===== config.mk =====
export PLATFORM = sky130hd
export DESIGN_NAME = fsk_tone_modulator
export DESIGN_NICKNAME = d
export VERILOG_FILES = /design/src/ftm_pkg.sv /design/src/fsk_tone_modulator.sv /design/src/ftm_sine.sv /design/src/ftm_datapath.sv /design/src/ftm_ctrl.sv
export SDC_FILE = /design/constraint.sdc
export NUM_CORES = 2
export LEC_CHECK = 0
export BUFFER_PORTS_ARGS = -buffer_cell sky130_fd_sc_hd__buf_4
export CELL_PAD_IN_SITES_DETAIL_PLACEMENT = 1
export CELL_PAD_IN_SITES_GLOBAL_PLACEMENT = 2
export CORE_ASPECT_RATIO = 1.25
export CORE_MARGIN = 2
export CORE_UTILIZATION = 46
export CTS_CLUSTER_SIZE = 25
export DETAILED_ROUTE_END_ITERATION = 10
export PLACE_DENSITY_LB_ADDON = 0.08
export SYNTH_ARGS = -nofsm -noshare
export SYNTH_HDL_FRONTEND = slang
export SYNTH_HIERARCHICAL = 1
export SYNTH_SLANG_ARGS = --single-unit

===== constraint.sdc =====
create_clock -name i_clk -period 17.7 [get_ports i_clk]
set_input_delay 0.885 -clock i_clk [delete_from_list [all_inputs] [get_ports i_clk]]
set_output_delay 0.885 -clock i_clk [all_outputs]
set_load 0.05 [all_outputs]

===== src/ftm_pkg.sv =====
// Package for the FSK tone modulator: field widths, register indexes, reset values,
// sine polynomial coefficients and the command and status types between controller
// and datapath. Depends on nothing.
package ftm_pkg;

    // Default values for the top-level parameters.
    localparam int PHASE_BITS_DEF = 32;
    localparam int TABLE_BITS_DEF = 8;
    localparam int MAX_RUN_DEF    = 64;

    // Field and register widths.
    localparam int SAMPLE_W   = 8;
    localparam int RATE_W     = 16;
    localparam int STEP_W     = 32;
    localparam int CFG_DATA_W = 32;
    localparam int CFG_IDX_W  = 2;

    // Configuration register indexes.
    localparam logic [CFG_IDX_W-1:0] CFG_SAMPLE_RATE = 2'd0;
    localparam logic [CFG_IDX_W-1:0] CFG_BIT_RATE    = 2'd1;
    localparam logic [CFG_IDX_W-1:0] CFG_MARK_STEP   = 2'd2;
    localparam logic [CFG_IDX_W-1:0] CFG_SPACE_STEP  = 2'd3;

    // Register values after reset.
    localparam logic [RATE_W-1:0] SAMPLE_RATE_RST = 16'd22100;
    localparam logic [RATE_W-1:0] BIT_RATE_RST    = 16'd1200;
    localparam logic [STEP_W-1:0] MARK_STEP_RST   = 32'd233210893;
    localparam logic [STEP_W-1:0] SPACE_STEP_RST  = 32'd427553305;

    // Quarter-wave sine polynomial in Q15, and the output scaling.
    localparam logic [11:0] SIN_K3     = 12'd2611;
    localparam logic [14:0] SIN_K2     = 15'd21167;
    localparam logic [15:0] SIN_K1     = 16'd51472;
    localparam logic [15:0] SIN_FULL   = 16'd32768;
    localparam logic [6:0]  MAG_SCALE  = 7'd127;
    localparam logic [22:0] MAG_ROUND  = 23'd16384;
    localparam logic [7:0]  MAG_MAX    = 8'd127;
    localparam logic [7:0]  SAMPLE_MID = 8'd127;

    // Controller to datapath.
    typedef struct packed {
        logic load;   // latch the tone step for a newly accepted bit
        logic issue;  // produce one sample and advance phase and timing
        logic last;   // the issued sample closes the run
    } t_ctrl_cmd;

    // Datapath to controller.
    typedef struct packed {
        logic adv;      // sample pipeline moves this cycle
        logic bit_end;  // timing sum has reached the sample rate
    } t_ctrl_stat;

endpackage


===== src/fsk_tone_modulator.sv =====
// Top level of the continuous-phase FSK tone modulator: configuration registers,
// controller and datapath. Depends on ftm_pkg, ftm_ctrl and ftm_datapath.
//
//  Channel   Direction  Handshake                 Payload
//  input     in         i_in_valid / o_in_stall   i_data_bit
//  output    out        o_out_valid / i_out_stall o_sample, o_bit_done
//  config    in         i_cfg_we                  i_cfg_idx, i_cfg_data
//
// Each accepted bit produces a run of N samples, where N is the number of sample periods
// until the timing accumulator reaches sample_rate, capped at MAX_RUN. A transaction on the
// input is accepted first; then, while the pipeline is not frozen, one sample is issued per
// cycle into the six-stage sine pipeline; with the reset rates a run has 18 or 19 samples.
// Reset is synchronous and active low; it clears the phase and timing accumulators and
// restores the register reset values. No clearing pass is needed.
// A stall on a valid output freezes the whole sine pipeline and the issue of samples; the
// input stays stalled until the last sample of the current run has been issued.
module fsk_tone_modulator #(
    parameter int PHASE_BITS = ftm_pkg::PHASE_BITS_DEF,
    parameter int TABLE_BITS = ftm_pkg::TABLE_BITS_DEF,
    parameter int MAX_RUN    = ftm_pkg::MAX_RUN_DEF
) (
    input  logic                             i_clk,
    input  logic                             i_rst_n,
    input  logic                             i_in_valid,
    output logic                             o_in_stall,
    input  logic                             i_data_bit,
    output logic                             o_out_valid,
    input  logic                             i_out_stall,
    output logic [ftm_pkg::SAMPLE_W-1:0]     o_sample,
    output logic                             o_bit_done,
    input  logic                             i_cfg_we,
    input  logic [ftm_pkg::CFG_IDX_W-1:0]    i_cfg_idx,
    input  logic [ftm_pkg::CFG_DATA_W-1:0]   i_cfg_data
);

    logic [ftm_pkg::RATE_W-1:0] r_sample_rate;
    logic [ftm_pkg::RATE_W-1:0] r_bit_rate;
    logic [ftm_pkg::STEP_W-1:0] r_mark_step;
    logic [ftm_pkg::STEP_W-1:0] r_space_step;

    ftm_pkg::t_ctrl_cmd  w_cmd;
    ftm_pkg::t_ctrl_stat w_stat;

    // Tone step writes take effect from the next accepted bit, rate writes from the next issued
    // sample; the register index space is fully decoded.
    always_ff @(posedge i_clk) begin
        if (!i_rst_n) begin
            r_sample_rate <= ftm_pkg::SAMPLE_RATE_RST;
            r_bit_rate    <= ftm_pkg::BIT_RATE_RST;
            r_mark_step   <= ftm_pkg::MARK_STEP_RST;
            r_space_step  <= ftm_pkg::SPACE_STEP_RST;
        end else if (i_cfg_we) begin
            unique case (i_cfg_idx)
                ftm_pkg::CFG_SAMPLE_RATE: r_sample_rate <= i_cfg_data[ftm_pkg::RATE_W-1:0];
                ftm_pkg::CFG_BIT_RATE:    r_bit_rate    <= i_cfg_data[ftm_pkg::RATE_W-1:0];
                ftm_pkg::CFG_MARK_STEP:   r_mark_step   <= i_cfg_data[ftm_pkg::STEP_W-1:0];
                ftm_pkg::CFG_SPACE_STEP:  r_space_step  <= i_cfg_data[ftm_pkg::STEP_W-1:0];
            endcase
        end
    end

    // The controller sequences one run per accepted bit.
    ftm_ctrl #(
        .MAX_RUN (MAX_RUN)
    ) u_ctrl (
        .i_clk      (i_clk),
        .i_rst_n    (i_rst_n),
        .i_in_valid (i_in_valid),
        .o_in_stall (o_in_stall),
        .i_stat     (w_stat),
        .o_cmd      (w_cmd)
    );

    // The datapath holds the persistent phase and timing state and the sine pipeline.
    ftm_datapath #(
        .PHASE_BITS (PHASE_BITS),
        .TABLE_BITS (TABLE_BITS)
    ) u_dp (
        .i_clk         (i_clk),
        .i_rst_n       (i_rst_n),
        .i_cmd         (w_cmd),
        .o_stat        (w_stat),
        .i_data_bit    (i_data_bit),
        .i_sample_rate (r_sample_rate),
        .i_bit_rate    (r_bit_rate),
        .i_mark_step   (r_mark_step),
        .i_space_step  (r_space_step),
        .i_out_stall   (i_out_stall),
        .o_out_valid   (o_out_valid),
        .o_sample      (o_sample),
        .o_bit_done    (o_bit_done)
    );

    // An accepted bit always starts a run, which blocks the next transaction.
    a_accept_starts_run: assert property (@(posedge i_clk) disable iff (!i_rst_n)
        (i_in_valid && !o_in_stall) |=> o_in_stall)
        else $error("input not stalled after an accepted bit");

    // Samples are only issued while a run is in progress.
    a_no_issue_when_idle: assert property (@(posedge i_clk) disable iff (!i_rst_n)
        !o_in_stall |-> !w_cmd.issue)
        else $error("sample issued with no bit in progress");

    // A sample is never issued while the pipeline is frozen by the output stall.
    a_issue_follows_adv: assert property (@(posedge i_clk) disable iff (!i_rst_n)
        (o_out_valid && i_out_stall) |-> !w_cmd.issue)
        else $error("sample issued into a stalled pipeline");

    // Reset empties the output register.
    a_reset_clears_out: assert property (@(posedge i_clk)
        !i_rst_n |=> !o_out_valid)
        else $error("output valid after reset");

endmodule


===== src/ftm_sine.sv =====
// Six-stage sine sample pipeline of the FSK tone modulator, ending in the output register.
// Depends on ftm_pkg.
module ftm_sine #(
    parameter int PHASE_BITS = ftm_pkg::PHASE_BITS_DEF,
    parameter int TABLE_BITS = ftm_pkg::TABLE_BITS_DEF
) (
    input  logic                          i_clk,
    input  logic                          i_rst_n,
    input  logic                          i_en,
    input  logic                          i_valid,
    input  logic                          i_last,
    input  logic [PHASE_BITS-1:0]         i_phase,
    output logic                          o_valid,
    output logic [ftm_pkg::SAMPLE_W-1:0]  o_sample,
    output logic                          o_bit_done
);

    logic [TABLE_BITS-1:0] w_idx;
    logic [1:0]            w_quad;
    logic [15:0]           w_z0;
    logic [15:0]           w_z;
    logic [31:0]           w_p2;
    logic [27:0]           w_p3;
    logic [30:0]           w_p4;
    logic [31:0]           w_p5;
    logic [16:0]           w_s17;
    logic [22:0]           w_p6;
    logic [6:0]            w_mag;

    // Pipeline control, reset.
    logic [5:1] r_vld;
    // Payload, no reset; r_out_vld below is pipeline control and is reset.
    logic [4:0] r_last;
    logic [1:0] r_quad [1:5];
    logic [15:0] r_s1_z, r_s2_z, r_s3_z, r_s4_z;
    logic [15:0] r_s2_z2, r_s3_z2;
    logic [14:0] r_s3_t1;
    logic [15:0] r_s4_t2;
    logic [15:0] r_s5_s;
    logic [ftm_pkg::SAMPLE_W-1:0] r_sample;
    logic r_done;
    logic r_out_vld;

    assign w_idx  = i_phase[PHASE_BITS-1 -: TABLE_BITS];
    assign w_quad = w_idx[TABLE_BITS-1 -: 2];
    assign w_z0   = 16'({w_idx[TABLE_BITS-3:0], {(17-TABLE_BITS){1'b0}}});
    assign w_z    = w_quad[0] ? (ftm_pkg::SIN_FULL - w_z0) : w_z0;

    assign w_p2 = r_s1_z * r_s1_z;
    assign w_p3 = ftm_pkg::SIN_K3 * r_s2_z2;
    assign w_p4 = r_s3_t1 * r_s3_z2;
    assign w_p5 = r_s4_t2 * r_s4_z;
    assign w_s17 = w_p5[31:15];
    assign w_p6 = ftm_pkg::MAG_SCALE * r_s5_s + ftm_pkg::MAG_ROUND;
    assign w_mag = (w_p6[22:15] > ftm_pkg::MAG_MAX) ? ftm_pkg::MAG_MAX[6:0] : w_p6[21:15];

    always_ff @(posedge i_clk) begin
        if (!i_rst_n) begin
            r_vld     <= '0;
            r_out_vld <= 1'b0;
        end else if (i_en) begin
            r_vld     <= {r_vld[4:1], i_valid};
            r_out_vld <= r_vld[5];
        end
    end

    always_ff @(posedge i_clk) begin
        if (i_en) begin
            r_last  <= {r_last[3:0], i_last};
            r_quad[1] <= w_quad;
            r_quad[2] <= r_quad[1];
            r_quad[3] <= r_quad[2];
            r_quad[4] <= r_quad[3];
            r_quad[5] <= r_quad[4];
            r_s1_z  <= w_z;
            r_s2_z  <= r_s1_z;
            r_s2_z2 <= w_p2[30:15];
            r_s3_z  <= r_s2_z;
            r_s3_z2 <= r_s2_z2;
            r_s3_t1 <= ftm_pkg::SIN_K2 - {2'b00, w_p3[27:15]};
            r_s4_z  <= r_s3_z;
            r_s4_t2 <= ftm_pkg::SIN_K1 - w_p4[30:15];
            r_s5_s  <= (w_s17 > {1'b0, ftm_pkg::SIN_FULL}) ? ftm_pkg::SIN_FULL : w_s17[15:0];
            r_sample <= r_quad[5][1] ? (ftm_pkg::SAMPLE_MID - {1'b0, w_mag})
                                     : (ftm_pkg::SAMPLE_MID + {1'b0, w_mag});
            r_done  <= r_last[4];
        end
    end

    assign o_valid    = r_out_vld;
    assign o_sample   = r_sample;
    assign o_bit_done = r_done;

endmodule


===== src/ftm_datapath.sv =====
// Datapath of the FSK tone modulator: phase and bit-timing accumulators and the sine
// pipeline fed by the phase. Depends on ftm_pkg and ftm_sine.
module ftm_datapath #(
    parameter int PHASE_BITS = ftm_pkg::PHASE_BITS_DEF,
    parameter int TABLE_BITS = ftm_pkg::TABLE_BITS_DEF
) (
    input  logic                          i_clk,
    input  logic                          i_rst_n,
    input  ftm_pkg::t_ctrl_cmd            i_cmd,
    output ftm_pkg::t_ctrl_stat           o_stat,
    input  logic                          i_data_bit,
    input  logic [ftm_pkg::RATE_W-1:0]    i_sample_rate,
    input  logic [ftm_pkg::RATE_W-1:0]    i_bit_rate,
    input  logic [ftm_pkg::STEP_W-1:0]    i_mark_step,
    input  logic [ftm_pkg::STEP_W-1:0]    i_space_step,
    input  logic                          i_out_stall,
    output logic                          o_out_valid,
    output logic [ftm_pkg::SAMPLE_W-1:0]  o_sample,
    output logic                          o_bit_done
);

    logic [PHASE_BITS-1:0]       r_phase;
    logic [PHASE_BITS-1:0]       r_step;
    logic [ftm_pkg::RATE_W-1:0]  r_timing;
    logic [ftm_pkg::RATE_W-1:0]  n_timing;
    logic [ftm_pkg::RATE_W:0]    w_sum;
    logic [ftm_pkg::RATE_W:0]    w_rem;
    logic                        w_bit_end;
    logic                        w_adv;
    logic                        w_out_vld;

    assign w_sum     = {1'b0, r_timing} + {1'b0, i_bit_rate};
    assign w_rem     = w_sum - {1'b0, i_sample_rate};
    assign w_bit_end = (w_sum >= {1'b0, i_sample_rate});
    assign w_adv     = !w_out_vld || !i_out_stall;

    // Remainder after a bit end saturates below the sample rate.
    always_comb begin
        priority if (!w_bit_end) begin
            n_timing = w_sum[ftm_pkg::RATE_W-1:0];
        end else if (i_sample_rate == '0) begin
            n_timing = '0;
        end else if (w_rem >= {1'b0, i_sample_rate}) begin
            n_timing = i_sample_rate - 1'b1;
        end else begin
            n_timing = w_rem[ftm_pkg::RATE_W-1:0];
        end
    end

    always_ff @(posedge i_clk) begin
        if (!i_rst_n) begin
            r_phase  <= '0;
            r_timing <= '0;
        end else if (i_cmd.issue) begin
            r_phase  <= r_phase + r_step;
            r_timing <= n_timing;
        end
    end

    always_ff @(posedge i_clk) begin
        if (i_cmd.load) begin
            r_step <= i_data_bit ? (PHASE_BITS)'(i_mark_step) : (PHASE_BITS)'(i_space_step);
        end
    end

    ftm_sine #(
        .PHASE_BITS (PHASE_BITS),
        .TABLE_BITS (TABLE_BITS)
    ) u_sine (
        .i_clk      (i_clk),
        .i_rst_n    (i_rst_n),
        .i_en       (w_adv),
        .i_valid    (i_cmd.issue),
        .i_last     (i_cmd.last),
        .i_phase    (r_phase),
        .o_valid    (w_out_vld),
        .o_sample   (o_sample),
        .o_bit_done (o_bit_done)
    );

    assign o_out_valid    = w_out_vld;
    assign o_stat.adv     = w_adv;
    assign o_stat.bit_end = w_bit_end;

endmodule


===== src/ftm_ctrl.sv =====
// Controller of the FSK tone modulator: input handshake and per-bit run sequencing.
// Depends on ftm_pkg.
module ftm_ctrl #(
    parameter int MAX_RUN = ftm_pkg::MAX_RUN_DEF
) (
    input  logic                 i_clk,
    input  logic                 i_rst_n,
    input  logic                 i_in_valid,
    output logic                 o_in_stall,
    input  ftm_pkg::t_ctrl_stat  i_stat,
    output ftm_pkg::t_ctrl_cmd   o_cmd
);

    localparam int CNT_W = $clog2(MAX_RUN);
    localparam logic ST_IDLE = 1'b0;
    localparam logic ST_RUN  = 1'b1;

    logic             r_state, n_state;
    logic [CNT_W-1:0] r_cnt, n_cnt;
    logic             w_last;

    assign w_last = i_stat.bit_end || (r_cnt == CNT_W'(MAX_RUN - 1));

    always_comb begin
        n_state = r_state;
        n_cnt   = r_cnt;
        o_cmd   = '0;
        unique case (r_state)
            ST_IDLE: begin
                if (i_in_valid) begin
                    o_cmd.load = 1'b1;
                    n_state    = ST_RUN;
                    n_cnt      = '0;
                end
            end
            ST_RUN: begin
                if (i_stat.adv) begin
                    o_cmd.issue = 1'b1;
                    o_cmd.last  = w_last;
                    if (w_last) begin
                        n_state = ST_IDLE;
                    end else begin
                        n_cnt = r_cnt + 1'b1;
                    end
                end
            end
        endcase
    end

    always_ff @(posedge i_clk) begin
        if (!i_rst_n) begin
            r_state <= ST_IDLE;
            r_cnt   <= '0;
        end else begin
            r_state <= n_state;
            r_cnt   <= n_cnt;
        end
    end

    assign o_in_stall = (r_state != ST_IDLE);

endmodule

==> results.md <==
- Outcome: complete, no violations
- Max-slew violations: 0
- I/O pins: 51
- Ys async rst share: 0
- Worst r2r path cells: 24
- Busiest layer in global routing: met2
- Fin worst setup slack: 10260 ps
- Critical Path Fanout Max: 15
- Mapped Area: between 30000 and 40000 um2
- First-pass GRT wire length: 134000 um
- CP Data Required Time: about 18000 ps
- Die height: around 300 um
- Post-DRT Antenna Nets: 0
- Post-Route WL: 80200 um
- Final period utilization: 0.420
- Net count, final: slightly above 4000
- CP peak stage delay: 650 ps
- Final Wtd Congestion: 0.824
- CTS sink cnt: between 300 and 400
- CTS tree: built
- Met1 Resource Use GR: 0.278
- Gr ovfl total: 0
- EDFF count, synth: 148
- WP data arrival: between 7000 and 8000 ps
- Pre-CTS WS: around 10000 ps
- Worst-Skew Late Latency: 580 ps
- Register area share after synthesis: 0.234
- Final Critical Period: about 7400 ps
- Area post-placement: ~34000 um2
- Starting Density: 0.466
- Met2 usage: 0.428
- Routed via count: 23500
- Cell count after synthesis: 3354
- Simple-Gate Fraction of Synth Area: 0.148
- Post-CTS setup buffers: 0
- Worst setup path start: u_dp/u_sine/r_s3_z2[8]
- Wire per inst: roughly 19 um
- Rel. slew slack: 0.161
- Hold_buf cts: 0
- # setup viols final: 0
- RSZ-0062 raised after global routing: false
- Yosys cell types: 99
- Adder-Cell Fraction of Synth Area: 0.354
- R2R Setup Slk: 10260 ps
- # rows: between 100 and 150
- Post-synthesis compound-gate area fraction: 0.106
- Area delta synth->final: 7.45%
- Post-DP HPWL: ~65000 um
- Cell Chain, Critical Path: and2_1 -> fa_1 -> inv_1 -> fa_1 -> inv_1 -> fa_1 -> inv_1 -> fa_1 -> inv_1 -> fa_1 -> inv_1 -> fa_1 -> inv_1 -> ha_1 -> nand2_1 -> o21ai_0 -> a211oi_2 -> o31a_1 -> a211oi_2 -> o41ai_2 -> or4b_2 -> a22oi_1 -> nor2_1 -> nand2_1
- Initial DRC count: around 770
- Worst Setup Path Type: reg -> reg
- Layout cell share with drive strength beyond 1: 0.0602
- RR Endpoint: u_dp/u_sine/r_s4_t2[15]
- Cts bufs inserted: 37
- Maximum clock insertion buffer count: 3
- MaxCap Viol Count: 0
- First drt pass iteration count: 5
- Fillers: 7805
- YS warnings: 6
- Area of the multi-input gates: 22500 um2
- #FFs+latches synth: between 300 and 400
- CTS clock-pin slew for the worst setup and hold paths: 60 ps
- Xor/xnor share of the synthesized area: 0.0374
- Setup TNS: 0 ps
- CP endpoint kind: flip-flop
- Largest family of logic cells by synthesized area: adder cells
- Vias/cell: between 5 and 6
- Post-synthesis mux area share: 0.0473
- Fin area: about 35000 um2
- # DRC: 0
- # port buffers: 50
- Clock Root Buffer: clkbuf_16
- All-layer global routing usage: 0.229
- Syn Nets: a little over 4000
- Worst slew pin tran: about 1200 ps
- Chip width: 241 um
- Die ar.: 72600 um2
- Worst min path class: reg -> reg
- Crit Reg-Reg Startpoint: u_dp/u_sine/r_s3_z2[8]
- H-tree depth: 2
- Met3 Use GR: 0.0221
- Primary FF master, synth: dfxtp_1
- Vias in the first global route: between 20000 and 30000
- Critical Path Slowest Stage Cell: or4b_2
- Synthesized area per cell: 9.67 um2
- Layout Skew: ~25 ps
- Final hold vios: 0
- Antenna diodes: 0
- Worst setup SP type: flip-flop
- Setup crit end: u_dp/u_sine/r_s4_t2[15]
- Max frequency: 134 MHz
- Largest net degree at the start of global routing: 71
- Initial antenna violation count: 0
- # resized after CTS: 0
- Core region area: 69600 um2
- Storage element area: about 7600 um2
layout make-up:
class	count	share of cell area
Clock inverter	18	0.00715
Clock buffer	49	0.0293
Inverter	497	0.0535
Sequential cell	305	0.218
Multi-Input combinational cell	2442	0.646
Tap cell	935	0.0336
Timing Repair Buffer	60	0.0130
sequential cells by signal, summed over array words and instances, names as in the netlist, 7 cells and up:
| name | flops |
|---|---|
| r_space_step | 32 |
| u_dp/u_sine/r_s5_s | 16 |
| u_dp/r_phase | 32 |
| u_dp/u_sine/r_s3_t1 | 15 |
| u_dp/u_sine/r_s4_z | 7 |
| u_dp/u_sine/o_sample | 8 |
| u_dp/u_sine/r_s3_z2 | 12 |
| r_sample_rate | 16 |
| u_dp/u_sine/r_s1_z | 7 |
| u_dp/u_sine/r_s2_z2 | 12 |
| r_mark_step | 32 |
| u_dp/r_step | 32 |
| r_bit_rate | 16 |
| u_dp/r_timing | 16 |
| u_dp/u_sine/r_s4_t2 | 16 |
worst max-delay path, delay by kind of cell (launching register included):
kind	cells	cell delay [ps]
AOI/OAI and AO/OA	6	1790
DFF	1	590
adders and majority gates	7	3440
and+or+nand+nor	5	1160
buffers and inverters	6	310
per-stage QoR:
step,util,hold WS (ps),std cells
after floorplan,-,400,3354
after global routing,0.501,431,4306
after global placement,0.482,403,4239
after CTS,0.501,423,4306
final,0.501,423,4306
after detailed placement,0.482,407,4239
Yosys cell counts, drive strengths merged, types with 38 or more instances:
library cell  number  area, um2
a21o              59        443
and2             207       1300
mux2i            115       1150
fa               298       5970
clkbuf            71        267
a21oi            122        622
o211ai            39        308
nand2            295       1110
nor2             120        450
dfxtp            157       3140
edfxtp           148       4440
nor2b             71        444
nand3             42        210
buf               39        220
ha               441       5520
xor2              38        340
xnor2             97        850
o21ai             86        442
inv              497       1870
layer usage:
| metal | vias up | wire length (um) |
|---|---|---|
| li1 | 11300 | - |
| met1 | 11900 | 34500 |
| met2 | 246 | 41900 |
| met3 | 110 | 1850 |
| met4 | 0 | 1990 |
| met5 | - | 0 |
worst min-delay path by stage:
stage,start,cells past startpoint,endpoint
6_report,u_dp/u_sine/r_last[2],0,u_dp/u_sine/r_last[3]
5_1_grt,u_dp/u_sine/r_s3_z[12],0,u_dp/u_sine/r_s4_z[12]
4_1_cts,u_dp/u_sine/r_last[2],0,u_dp/u_sine/r_last[3]
3_5_place_dp,u_dp/u_sine/r_last[0],0,u_dp/u_sine/r_last[1]
3_3_place_gp,u_dp/u_sine/r_s3_z[10],0,u_dp/u_sine/r_s4_z[10]
2_1_floorplan,u_dp/u_sine/r_last[4],0,u_dp/u_sine/o_bit_done
logic make-up (layout without fill, tap and decap cells):
group	count (synthesis)	in the layout
AOI/OAI and AO/OA	491	491
xor gates and xnor gates	136	136
adders and majority gates	739	739
buffers and inverters	607	624
DFF	305	305
muxes	149	149
and+or+nand+nor	927	927
cell usage in the layout (no fill, tap or decap), types with 13 or more instances in the layout:
| master | instances |
|---|---|
| nand3_1 | 42 |
| o21bai_1 | 14 |
| xor2_1 | 37 |
| a21o_1 | 59 |
| nor2b_1 | 71 |
| and3_1 | 17 |
| o211ai_1 | 36 |
| nor3_1 | 35 |
| nand2b_1 | 14 |
| and2_1 | 206 |
| o21ai_1 | 24 |
| inv_1 | 496 |
| o21a_1 | 24 |
| or3_1 | 14 |
| mux2i_1 | 115 |
| clkbuf_16 | 38 |
| a31oi_1 | 21 |
| xnor2_1 | 97 |
| a211oi_1 | 16 |
| ha_1 | 441 |
| nand4_1 | 31 |
| nand4b_1 | 13 |
| mux2_2 | 34 |
| nand2_1 | 293 |
| dfxtp_1 | 157 |
| nor2_1 | 120 |
| a21oi_1 | 119 |
| o21ai_0 | 59 |
| buf_4 | 59 |
| edfxtp_1 | 148 |
| fa_1 | 298 |
Power is left out: the tool's default activity adds up to more than one toggle a clock period on the data nets, which glitch-free logic cannot reach.
